[src/rtl/json_string_escaper_utf8_check_defines.svh]
// assertion macros for the json string escaper
`ifndef JSON_STRING_ESCAPER_UTF8_CHECK_DEFINES_SVH
`define JSON_STRING_ESCAPER_UTF8_CHECK_DEFINES_SVH

`ifndef SYNTHESIS
`define JSE_ASSERT(lbl, prop, msg) \
  lbl: assert property (@(posedge clk) disable iff (!rst_n) prop) else $error(msg);
`define JSE_ASSERT_IMP(lbl, ante, cons, msg) \
  lbl: assert property (@(posedge clk) disable iff (!rst_n) (ante) |-> (cons)) \
    else $error(msg);
`else
`define JSE_ASSERT(lbl, prop, msg)
`define JSE_ASSERT_IMP(lbl, ante, cons, msg)
`endif

`endif

[src/rtl/jse_pkg.sv]
package jse_pkg;

  typedef enum logic [2:0] {
    FK_NONE,
    FK_PLAIN,
    FK_ESC2,
    FK_U6,
    FK_INVAL
  } fkind_t;

  typedef enum logic [2:0] {
    PH_OPEN,
    PH_PRE,
    PH_FRESH,
    PH_POST,
    PH_CLOSE
  } phase_t;

  typedef struct packed {
    logic            open_q;
    logic            pre_raw;
    logic [1:0]      pre_cnt;
    logic [2:0][7:0] pre_bytes;
    fkind_t          fkind;
    logic [7:0]      fbyte;
    logic [7:0]      fesc;
    logic [1:0]      post_cnt;
    logic [2:0][7:0] post_bytes;
    logic            close_q;
  } job_t;

  localparam logic [7:0] CH_QUOTE  = 8'h22;
  localparam logic [7:0] CH_BSLASH = 8'h5c;
  localparam logic [7:0] CH_U      = 8'h75;
  localparam logic [7:0] CH_X      = 8'h78;
  localparam logic [7:0] CH_ZERO   = 8'h30;

endpackage

[src/rtl/json_string_escaper_utf8_check.sv]
// JSON string escaper with UTF-8 checking.
// Input channel (in_valid/in_ready): one string byte per item, or none when
// in_has_byte is low; in_chunk_end marks the last item of a chunk and, with
// in_string_done, closes the string with a quote. The opening quote comes
// out ahead of the first item that finds no string open.
// Output channel (out_valid/out_ready): one escaped byte per item;
// out_run_last marks the last byte caused by one input item. Items that
// cause no byte (a held UTF-8 continuation) produce nothing.
// Config channel (cfg_valid/cfg_ready): cfg_escape_invalid, 1 after reset;
// write only while idle. cfg_ready is always high.
// An item goes into the 2-entry job queue, which lets the front keep taking
// items, then into the expander's job register; output bytes are registered.
// Throughput: one output byte per cycle while out_ready is high and a job
// waits, set by the single output byte lane of the expander, which an item
// holds until its last byte is out. in_ready drops while the queue is full.
// Reset (rst_n low, synchronous) empties the queue and output register and
// closes any open string. A stalled receiver holds the output byte and,
// once the queue fills, stalls the input.
module json_string_escaper_utf8_check import jse_pkg::*; (
  input  logic       clk,
  input  logic       rst_n,
  input  logic       in_valid,
  output logic       in_ready,
  input  logic       in_has_byte,
  input  logic [7:0] in_byte_value,
  input  logic       in_chunk_end,
  input  logic       in_string_done,
  output logic       out_valid,
  input  logic       out_ready,
  output logic [7:0] out_byte,
  output logic       out_run_last,
  input  logic       cfg_valid,
  output logic       cfg_ready,
  input  logic       cfg_escape_invalid
);

  logic esc_inv_r;
  logic push_valid;
  job_t push_job;
  logic pop;
  job_t head;
  logic fifo_full;
  logic fifo_empty;

  assign cfg_ready = 1'b1;

  always_ff @(posedge clk) begin
    if (!rst_n) begin
      esc_inv_r <= 1'b1;
    end else if (cfg_valid) begin
      esc_inv_r <= cfg_escape_invalid;
    end
  end

  jse_front u_front (
    .clk            (clk),
    .rst_n          (rst_n),
    .in_valid       (in_valid),
    .in_ready       (in_ready),
    .in_has_byte    (in_has_byte),
    .in_byte_value  (in_byte_value),
    .in_chunk_end   (in_chunk_end),
    .in_string_done (in_string_done),
    .escape_invalid (esc_inv_r),
    .fifo_full      (fifo_full),
    .push_valid     (push_valid),
    .push_job       (push_job)
  );

  jse_fifo u_fifo (
    .clk      (clk),
    .rst_n    (rst_n),
    .push     (push_valid),
    .push_job (push_job),
    .pop      (pop),
    .head     (head),
    .full     (fifo_full),
    .empty    (fifo_empty)
  );

  jse_back u_back (
    .clk          (clk),
    .rst_n        (rst_n),
    .head         (head),
    .fifo_empty   (fifo_empty),
    .pop          (pop),
    .out_valid    (out_valid),
    .out_ready    (out_ready),
    .out_byte     (out_byte),
    .out_run_last (out_run_last)
  );

endmodule

[src/rtl/jse_front.sv]
`include "json_string_escaper_utf8_check_defines.svh"

module jse_front import jse_pkg::*; (
  input  logic       clk,
  input  logic       rst_n,
  input  logic       in_valid,
  output logic       in_ready,
  input  logic       in_has_byte,
  input  logic [7:0] in_byte_value,
  input  logic       in_chunk_end,
  input  logic       in_string_done,
  input  logic       escape_invalid,
  input  logic       fifo_full,
  output logic       push_valid,
  output job_t       push_job
);

  localparam logic [7:0] C_BS = 8'h08;
  localparam logic [7:0] C_HT = 8'h09;
  localparam logic [7:0] C_LF = 8'h0a;
  localparam logic [7:0] C_VT = 8'h0b;
  localparam logic [7:0] C_FF = 8'h0c;
  localparam logic [7:0] C_CR = 8'h0d;
  localparam logic [7:0] CH_B = 8'h62;
  localparam logic [7:0] CH_T = 8'h74;
  localparam logic [7:0] CH_N = 8'h6e;
  localparam logic [7:0] CH_V = 8'h76;
  localparam logic [7:0] CH_F = 8'h66;
  localparam logic [7:0] CH_R = 8'h72;
  localparam logic [7:0] CTRL_LIMIT = 8'h20;

  typedef struct packed {
    fkind_t     kind;
    logic [7:0] esc;
    logic       hold;
    logic [2:0] len;
  } fcls_t;

  function automatic fcls_t classify(input logic [7:0] b);
    fcls_t c;
    c.kind = FK_NONE;
    c.esc  = 8'h00;
    c.hold = 1'b0;
    c.len  = 3'd0;
    case (b)
      CH_BSLASH: c.esc = CH_BSLASH;
      CH_QUOTE:  c.esc = CH_QUOTE;
      C_LF:      c.esc = CH_N;
      C_BS:      c.esc = CH_B;
      C_HT:      c.esc = CH_T;
      C_VT:      c.esc = CH_V;
      C_FF:      c.esc = CH_F;
      C_CR:      c.esc = CH_R;
      default:   c.esc = 8'h00;
    endcase
    if (c.esc != 8'h00) begin
      c.kind = FK_ESC2;
    end else if (b < CTRL_LIMIT) begin
      c.kind = FK_U6;
    end else if (!b[7]) begin
      c.kind = FK_PLAIN;
    end else if (b[7:6] == 2'b10) begin
      c.kind = FK_INVAL;
    end else if (b[7:5] == 3'b110) begin
      if (b[7:1] == 7'b1100000) begin
        c.kind = FK_INVAL;
      end else begin
        c.hold = 1'b1;
        c.len  = 3'd2;
      end
    end else if (b[7:4] == 4'b1110) begin
      c.hold = 1'b1;
      c.len  = 3'd3;
    end else if (b[7:3] == 5'b11110) begin
      if (b[2:0] >= 3'd5) begin
        c.kind = FK_INVAL;
      end else begin
        c.hold = 1'b1;
        c.len  = 3'd4;
      end
    end else begin
      c.kind = FK_INVAL;
    end
    return c;
  endfunction

  logic            open_r, open_nxt;
  logic [2:0][7:0] held_r, held_nxt;
  logic [1:0]      hcnt_r, hcnt_nxt;
  logic [2:0]      slen_r, slen_nxt;
  logic            acc;
  logic            use_cls;
  fcls_t           cls;
  job_t            job;

  assign in_ready = !fifo_full;
  assign acc      = in_valid && !fifo_full;

  always_comb begin
    job       = '0;
    held_nxt  = held_r;
    hcnt_nxt  = hcnt_r;
    slen_nxt  = slen_r;
    use_cls   = 1'b0;
    cls       = classify(in_byte_value);
    job.open_q    = !open_r;
    open_nxt      = 1'b1;
    job.fbyte     = in_byte_value;
    job.fesc      = cls.esc;
    job.pre_bytes = held_r;
    if (in_has_byte) begin
      if (hcnt_r == 2'd0) begin
        use_cls = 1'b1;
      end else if (in_byte_value[7:6] == 2'b10) begin
        if (((3'(hcnt_r) + 3'd1) >= slen_r) || (hcnt_r == 2'd3)) begin
          job.pre_raw = 1'b1;
          job.pre_cnt = hcnt_r;
          job.fkind   = FK_PLAIN;
          hcnt_nxt    = 2'd0;
          slen_nxt    = 3'd0;
        end else begin
          held_nxt[hcnt_r] = in_byte_value;
          hcnt_nxt         = hcnt_r + 2'd1;
        end
      end else begin
        // broken sequence: held bytes are invalid, new byte starts over
        job.pre_cnt = escape_invalid ? hcnt_r : 2'd0;
        hcnt_nxt    = 2'd0;
        slen_nxt    = 3'd0;
        use_cls     = 1'b1;
      end
      if (use_cls) begin
        if (cls.hold) begin
          held_nxt[0] = in_byte_value;
          hcnt_nxt    = 2'd1;
          slen_nxt    = cls.len;
        end else if (cls.kind == FK_INVAL && !escape_invalid) begin
          job.fkind = FK_NONE;
        end else begin
          job.fkind = cls.kind;
        end
      end
    end
    if (in_chunk_end) begin
      job.post_cnt   = hcnt_nxt;
      job.post_bytes = held_nxt;
      hcnt_nxt       = 2'd0;
      slen_nxt       = 3'd0;
      job.close_q    = in_string_done;
      open_nxt       = !in_string_done;
    end
  end

  assign push_job   = job;
  assign push_valid = acc && (job.open_q || job.pre_cnt != 2'd0 || job.fkind != FK_NONE ||
                              job.post_cnt != 2'd0 || job.close_q);

  always_ff @(posedge clk) begin
    if (!rst_n) begin
      open_r <= 1'b0;
      hcnt_r <= 2'd0;
      slen_r <= 3'd0;
    end else if (acc) begin
      open_r <= open_nxt;
      hcnt_r <= hcnt_nxt;
      slen_r <= slen_nxt;
    end
  end

  always_ff @(posedge clk) begin
    if (acc) begin
      held_r <= held_nxt;
    end
  end

  `JSE_ASSERT_IMP(a_held_fits, hcnt_r != 2'd0, hcnt_r < slen_r, "held count exceeds sequence")

endmodule

[src/rtl/jse_fifo.sv]
`include "json_string_escaper_utf8_check_defines.svh"

module jse_fifo import jse_pkg::*; (
  input  logic clk,
  input  logic rst_n,
  input  logic push,
  input  job_t push_job,
  input  logic pop,
  output job_t head,
  output logic full,
  output logic empty
);

  localparam int DEPTH = 2;

  job_t       mem_r [DEPTH];
  logic       wp_r;
  logic       rp_r;
  logic [1:0] cnt_r;

  assign full  = (cnt_r == 2'(DEPTH));
  assign empty = (cnt_r == 2'd0);
  assign head  = mem_r[rp_r];

  always_ff @(posedge clk) begin
    if (!rst_n) begin
      wp_r  <= 1'b0;
      rp_r  <= 1'b0;
      cnt_r <= 2'd0;
    end else begin
      if (push) begin
        wp_r <= !wp_r;
      end
      if (pop) begin
        rp_r <= !rp_r;
      end
      if (push && !pop) begin
        cnt_r <= cnt_r + 2'd1;
      end else if (pop && !push) begin
        cnt_r <= cnt_r - 2'd1;
      end
    end
  end

  always_ff @(posedge clk) begin
    if (push) begin
      mem_r[wp_r] <= push_job;
    end
  end

  `JSE_ASSERT(a_cnt_range, cnt_r <= 2'(DEPTH), "queue count out of range")
  `JSE_ASSERT_IMP(a_no_underflow, pop, !empty, "pop from empty queue")
  `JSE_ASSERT_IMP(a_no_overflow, push, !full, "push into full queue")

endmodule

[src/rtl/jse_back.sv]
`include "json_string_escaper_utf8_check_defines.svh"

module jse_back import jse_pkg::*; (
  input  logic       clk,
  input  logic       rst_n,
  input  job_t       head,
  input  logic       fifo_empty,
  output logic       pop,
  output logic       out_valid,
  input  logic       out_ready,
  output logic [7:0] out_byte,
  output logic       out_run_last
);

  typedef struct packed {
    logic   ok;
    phase_t ph;
  } phsel_t;

  function automatic phsel_t first_ph(input job_t j, input phase_t from);
    phsel_t s;
    s.ok = 1'b1;
    s.ph = PH_CLOSE;
    if (from == PH_OPEN && j.open_q) begin
      s.ph = PH_OPEN;
    end else if (from <= PH_PRE && j.pre_cnt != 2'd0) begin
      s.ph = PH_PRE;
    end else if (from <= PH_FRESH && j.fkind != FK_NONE) begin
      s.ph = PH_FRESH;
    end else if (from <= PH_POST && j.post_cnt != 2'd0) begin
      s.ph = PH_POST;
    end else if (j.close_q) begin
      s.ph = PH_CLOSE;
    end else begin
      s.ok = 1'b0;
    end
    return s;
  endfunction

  function automatic logic [7:0] hex_digit(input logic [3:0] n);
    return (n < 4'd10) ? (8'h30 + 8'(n)) : (8'h57 + 8'(n));
  endfunction

  job_t       job_r;
  logic       job_v_r;
  phase_t     ph_r, ph_nxt;
  logic [1:0] idx_r, idx_nxt;
  logic [2:0] sub_r, sub_nxt;
  logic       out_valid_r;
  logic [7:0] out_byte_r;
  logic       out_last_r;

  logic       adv;
  logic       last;
  logic       stay;
  logic       has_after;
  phase_t     after;
  phsel_t     sel;
  phsel_t     hsel;
  logic [2:0] pre_max;
  logic [2:0] fresh_max;
  logic [7:0] cur_byte;
  logic [7:0] hb;

  assign adv  = job_v_r && (!out_valid_r || out_ready);
  assign pop  = (!job_v_r || (adv && last)) && !fifo_empty;
  assign hsel = first_ph(head, PH_OPEN);

  assign pre_max = job_r.pre_raw ? 3'd0 : 3'd3;

  always_comb begin
    case (job_r.fkind)
      FK_ESC2:  fresh_max = 3'd1;
      FK_U6:    fresh_max = 3'd5;
      FK_INVAL: fresh_max = 3'd3;
      default:  fresh_max = 3'd0;
    endcase
  end

  // next position within the current job
  always_comb begin
    ph_nxt    = ph_r;
    idx_nxt   = idx_r;
    sub_nxt   = sub_r;
    stay      = 1'b0;
    has_after = 1'b1;
    after     = PH_CLOSE;
    last      = 1'b0;
    sel       = '0;
    unique case (ph_r)
      PH_OPEN: begin
        after = PH_PRE;
      end
      PH_PRE: begin
        after = PH_FRESH;
        if (sub_r < pre_max) begin
          sub_nxt = sub_r + 3'd1;
          stay    = 1'b1;
        end else if ((3'(idx_r) + 3'd1) < 3'(job_r.pre_cnt)) begin
          idx_nxt = idx_r + 2'd1;
          sub_nxt = 3'd0;
          stay    = 1'b1;
        end
      end
      PH_FRESH: begin
        after = PH_POST;
        if (sub_r < fresh_max) begin
          sub_nxt = sub_r + 3'd1;
          stay    = 1'b1;
        end
      end
      PH_POST: begin
        after = PH_CLOSE;
        if ((3'(idx_r) + 3'd1) < 3'(job_r.post_cnt)) begin
          idx_nxt = idx_r + 2'd1;
          stay    = 1'b1;
        end
      end
      PH_CLOSE: begin
        has_after = 1'b0;
      end
      default: begin
        has_after = 1'b0;
      end
    endcase
    if (!stay) begin
      if (has_after) begin
        sel = first_ph(job_r, after);
      end
      if (sel.ok) begin
        ph_nxt  = sel.ph;
        idx_nxt = 2'd0;
        sub_nxt = 3'd0;
      end else begin
        last = 1'b1;
      end
    end
  end

  // byte at the current position
  always_comb begin
    hb       = job_r.pre_bytes[idx_r];
    cur_byte = CH_QUOTE;
    unique case (ph_r)
      PH_OPEN, PH_CLOSE: begin
        cur_byte = CH_QUOTE;
      end
      PH_PRE: begin
        if (job_r.pre_raw) begin
          cur_byte = hb;
        end else begin
          case (sub_r)
            3'd0:    cur_byte = CH_BSLASH;
            3'd1:    cur_byte = CH_X;
            3'd2:    cur_byte = hex_digit(hb[7:4]);
            default: cur_byte = hex_digit(hb[3:0]);
          endcase
        end
      end
      PH_FRESH: begin
        unique case (job_r.fkind)
          FK_ESC2: begin
            cur_byte = (sub_r == 3'd0) ? CH_BSLASH : job_r.fesc;
          end
          FK_U6: begin
            case (sub_r)
              3'd0:       cur_byte = CH_BSLASH;
              3'd1:       cur_byte = CH_U;
              3'd2, 3'd3: cur_byte = CH_ZERO;
              3'd4:       cur_byte = hex_digit(job_r.fbyte[7:4]);
              default:    cur_byte = hex_digit(job_r.fbyte[3:0]);
            endcase
          end
          FK_INVAL: begin
            case (sub_r)
              3'd0:    cur_byte = CH_BSLASH;
              3'd1:    cur_byte = CH_X;
              3'd2:    cur_byte = hex_digit(job_r.fbyte[7:4]);
              default: cur_byte = hex_digit(job_r.fbyte[3:0]);
            endcase
          end
          default: begin
            cur_byte = job_r.fbyte;
          end
        endcase
      end
      PH_POST: begin
        cur_byte = job_r.post_bytes[idx_r];
      end
      default: begin
        cur_byte = CH_QUOTE;
      end
    endcase
  end

  always_ff @(posedge clk) begin
    if (!rst_n) begin
      job_v_r <= 1'b0;
      ph_r    <= PH_OPEN;
      idx_r   <= 2'd0;
      sub_r   <= 3'd0;
    end else if (pop) begin
      job_v_r <= 1'b1;
      ph_r    <= hsel.ph;
      idx_r   <= 2'd0;
      sub_r   <= 3'd0;
    end else if (adv && last) begin
      job_v_r <= 1'b0;
    end else if (adv) begin
      ph_r  <= ph_nxt;
      idx_r <= idx_nxt;
      sub_r <= sub_nxt;
    end
  end

  always_ff @(posedge clk) begin
    if (pop) begin
      job_r <= head;
    end
    if (adv) begin
      out_byte_r <= cur_byte;
      out_last_r <= last;
    end
  end

  always_ff @(posedge clk) begin
    if (!rst_n) begin
      out_valid_r <= 1'b0;
    end else if (adv) begin
      out_valid_r <= 1'b1;
    end else if (out_ready) begin
      out_valid_r <= 1'b0;
    end
  end

  assign out_valid    = out_valid_r;
  assign out_byte     = out_byte_r;
  assign out_run_last = out_last_r;

  `JSE_ASSERT_IMP(a_pre_idx, job_v_r && ph_r == PH_PRE, idx_r < job_r.pre_cnt, "bad pre index")
  `JSE_ASSERT_IMP(a_post_idx, job_v_r && ph_r == PH_POST, idx_r < job_r.post_cnt, "bad post index")

endmodule

[config.mk]
export PLATFORM = sky130hd
export DESIGN_NAME = json_string_escaper_utf8_check
export DESIGN_NICKNAME = d
export VERILOG_FILES = /design/src/rtl/jse_pkg.sv /design/src/rtl/json_string_escaper_utf8_check.sv /design/src/rtl/jse_front.sv /design/src/rtl/jse_fifo.sv /design/src/rtl/jse_back.sv
export VERILOG_INCLUDE_DIRS = /design/src /design/src/rtl
export SDC_FILE = /design/constraint.sdc
export NUM_CORES = 1
export LEC_CHECK = 0
export BUFFER_PORTS_ARGS = -buffer_cell sky130_fd_sc_hd__buf_2
export CAP_MARGIN = 15
export CORE_ASPECT_RATIO = 1.2
export CORE_UTILIZATION = 29
export CTS_BUF_LIST = sky130_fd_sc_hd__clkbuf_16
export CTS_CLUSTER_SIZE = 12
export DETAILED_ROUTE_END_ITERATION = 10
export GPL_TIMING_DRIVEN = 1
export MAX_ROUTING_LAYER = met4
export PLACE_DENSITY = 0.49
export SLEW_MARGIN = 20
export SYNTH_ARGS = -nofsm -noshare
export SYNTH_HDL_FRONTEND = slang
export SYNTH_SLANG_ARGS = --single-unit
export TNS_END_PERCENT = 20
[constraint.sdc]
create_clock -name clk -period 10.35 [get_ports clk]
set_input_delay 2.07 -clock clk [delete_from_list [all_inputs] [get_ports clk]]
set_output_delay 2.07 -clock clk [all_outputs]
set_load 0.005 [all_outputs]
==> flow_metrics.env <==
export IMPL_status="finished with violations"
export IMPL_violations="DRC"
export IMPL_period_share=0.4820
export IMPL_wl_per_cell_um=18.75
export IMPL_finalCriticalPeriod_ns=4.988
export IMPL_yosysSeqAreaShare=0.6454
export IMPL_vias=7157
export IMPL_grt_overflow=0
export IMPL_dp_slack_ns=4.714
export IMPL_slew_violations=0
export IMPL_grt_pass1_vias=7089
export IMPL_drtAntennaViolNets=0
export IMPL_wirelength_um=27760
export IMPL_drt_vias_per_instance=4.836
export IMPL_cts_inserted_buffers=29
export IMPL_min_delay_path_depth=0
export IMPL_grt_antenna_before_repair=1
export IMPL_rsz0062_at_grt="no"
export IMPL_finalHoldViolations=0
export IMPL_die_area_sq_mm=0.04297
export IMPL_numPortBuffers=27
export IMPL_grt_max_degree=73
export IMPL_drv_cap=0
export IMPL_drc=1
export IMPL_grt_pass1_wl_um=42370
export IMPL_max_freq_mhz=200.5
export IMPL_min_path_type="reg -> reg"
export IMPL_dieWidth_um=189.4
export IMPL_core_area_sq_mm=0.04166
export IMPL_cts_resized=0
export IMPL_drt_pass1_iter_count=10
export IMPL_h_tree_depth=1
export IMPL_ff2ff_path_depth=10
export IMPL_ir_drop_uv=137.3
export IMPL_avgSynthCellArea_sq_um=13.73
export IMPL_crit_type="in -> reg"
export IMPL_clockRootBuffer="clkbuf_16"
export IMPL_areaGrowthSynthToFinish_pct=13.24
export IMPL_yosysUniqueCellTypes=82
export IMPL_whs_ns=0.4702
export IMPL_arrival_ns=5.18
export IMPL_drt_iter0_drc=697
export IMPL_crit_path_end_kind="flop"
export IMPL_syn_inst=890
export IMPL_r2r_start="u_front.hcnt_r[0]"
export IMPL_synth_edf_count=248
export IMPL_required_ns=10.54
export IMPL_tightest_slew_ns=1.017
export IMPL_cp_start_kind="primary input"
export IMPL_skew_ns=0.01066
export IMPL_clk_pin_slew_worst_paths_ns=0.06
export IMPL_relSlewSlack=0.3218
export IMPL_worst_path_max_fanout=59
export IMPL_ys_warn_count=0
export IMPL_async_reset_ff_frac=0
export IMPL_drive_gt1_frac=0.2036
export IMPL_fill_cells=4158
export IMPL_utilization=0.3322
export IMPL_power_density_mw_per_mm2=253.0
export IMPL_timing_rr_end="u_fifo.mem_r[0][5]"
export IMPL_synthFlopType="edfxtp_1"
export IMPL_holdPathEnd="u_fifo.mem_r[0][49]"
export IMPL_fin_tns_setup_ns=0
export IMPL_r2r_slack_ns=6.23
export IMPL_gp_congestion=0.8620
export IMPL_ys_ff_latch=270
export IMPL_row_count=82
export IMPL_ctsHoldBuffers=0
export IMPL_synth_area_sq_mm=0.01222
export IMPL_hold_path_startpoint="u_front.push_job[50]"
export IMPL_hpwl_um=18260
export IMPL_cellLeakagePower_nw=4.692
export IMPL_mappedNetlistNets=930
export IMPL_final_nets=959
export IMPL_die_h_um=226.9
export IMPL_clk_latency_ns=0.57
export IMPL_cts_tree="built"
export IMPL_setup_slack_ns=5.362
export IMPL_io_pins=29
export IMPL_postCtsSetupBuffers=0
export IMPL_grt_usage=0.1327
export IMPL_cts_sinks=270
export IMPL_clockBufferDepth=3
export IMPL_setup_viol=0
export IMPL_initial_utilization=0.2934
[logic make-up after synthesis]
family                   Yosys count  share of synthesized area
flip-flops                       270                     0.6454
AO/OA/AOI/OAI                    184                     0.1034
buffers and inverters             79                    0.02601
XOR/XNOR                           8                   0.005734
other                              1                  0.0003069
multiplexers                     113                     0.1017
AND/OR/NAND/NOR                  212                    0.09266
adder cells (fa/ha/maj)           23                    0.02478
[synthesized netlist by cell type (6+ instances only)]
cell       number  share of area
a211oi_1        8         0.0049
a21oi_1        47          0.019
a31oi_1         8         0.0041
and2_1         26          0.013
and3_1          6         0.0031
buf_2           6         0.0025
clkbuf_1       27         0.0083
dfxtp_1        22          0.036
edfxtp_1      248           0.61
ha_1           21          0.022
inv_1          40          0.012
mux2_2         89          0.082
mux2i_1        24          0.020
nand2_1        44          0.014
nand2b_1       12         0.0061
nand3_1        13         0.0053
nor2_1         46          0.014
nor2b_1        11         0.0056
nor3_1         12         0.0049
nor4_1          6         0.0031
o21ai_0        39          0.016
o221ai_1        8         0.0057
o2bb2ai_1       6         0.0043
[power by group]
group,internal [mW],switching (mW)
registers,1.56,0.130
clock network,0.555,0.412
logic,0.306,0.542
[registers in the layout (all words and copies together), names as in the netlist, 3 cells and up, named ones only]
name and flops:
u_fifo.mem_r 144, u_back.job_r 71, u_front.slen_r 3, u_back.sub_r 3, u_back.out_byte 8, u_front.push_job 24, u_back.ph_r 3
[worst max path at each step]
stage | startpoint | slack (ns) | endpoint | cells after the start
5_1_grt | in_byte_value[2] | 5.12 | u_fifo.mem_r[0][13] | 8
3_5_place_dp | in_byte_value[4] | 4.71 | u_fifo.mem_r[0][1] | 8
6_report | in_byte_value[4] | 5.36 | u_fifo.mem_r[0][5] | 8
3_3_place_gp | in_byte_value[1] | 4.80 | u_fifo.mem_r[0][5] | 8
4_1_cts | in_byte_value[4] | 5.30 | u_fifo.mem_r[0][54] | 8
2_1_floorplan | in_byte_value[6] | 3.45 | u_fifo.mem_r[0][0] | 8
[layer usage]
| metal | vias to the layer above | routed length [um] | global-route usage |
|---|---|---|---|
| met5 | - | 0 | - |
| met4 | 0 | 614 | 0.03850 |
| met3 | 49 | 836 | 0.01733 |
| met2 | 110 | 13450 | 0.2185 |
| met1 | 3545 | 12860 | 0.1703 |
| li1 | 3453 | - | - |
[placed cells by master, fill, tap and decap left out, drive strengths merged, types with 4 or more instances in the layout]
cell type  synthesis  routed
o211ai             4       4
xnor2              5       5
or2                6       6
nor3              12      12
a311oi             4       4
clkbuf            27      29
a21o               4       4
o2111ai            5       5
nor3b              6       6
a21oi             48      48
a22oi              5       5
nor4               6       6
o2bb2ai            6       6
a31oi              8       8
o221ai             8       8
nor2              46      46
clkinv             0       4
and3              10      10
nand2             44      44
inv               41      50
o21ai             39      39
mux2              89      89
nand3             13      13
and2              26      26
edfxtp           248     248
a211oi             8       8
nor2b             11      11
nand2b            12      12
mux2i             24      24
o22ai              5       5
buf               11      36
ha                21      21
dfxtp             22      22
or3                6       6
[critical path, stage by stage]
cell and delay [ns]:
buf_2 0.28, nor2_1 0.14, a21oi_1 0.21, and3_1 0.61
o311ai_0 0.27, a41o_1 0.38, nor2_4 0.40, buf_4 0.76
[layout make-up]
cell class | count | area (sq um) | area share
inverters | 41 | 156.4 | 0.01130
diodes | 1 | 2.502 | 0.0001808
well taps | 546 | 683.2 | 0.04937
clock buffers | 29 | 725.7 | 0.05244
multi-input cells | 541 | 4030 | 0.2912
repair buffers | 36 | 202.7 | 0.01465
flip-flops and latches | 270 | 7891 | 0.5703
clock inverters | 16 | 146.4 | 0.01058
[through the flow]
stage                     instances  power (mW)  cell area [sq um]
after floorplan                 890       2.264              12220
after global placement         1434       2.567              12960
after detailed placement       1434       2.571              12960
after CTS                      1479       3.550              13840
after global routing           1480       3.682              13840
final                          1480       3.502              13840
(Power assumes the default switching activity.)
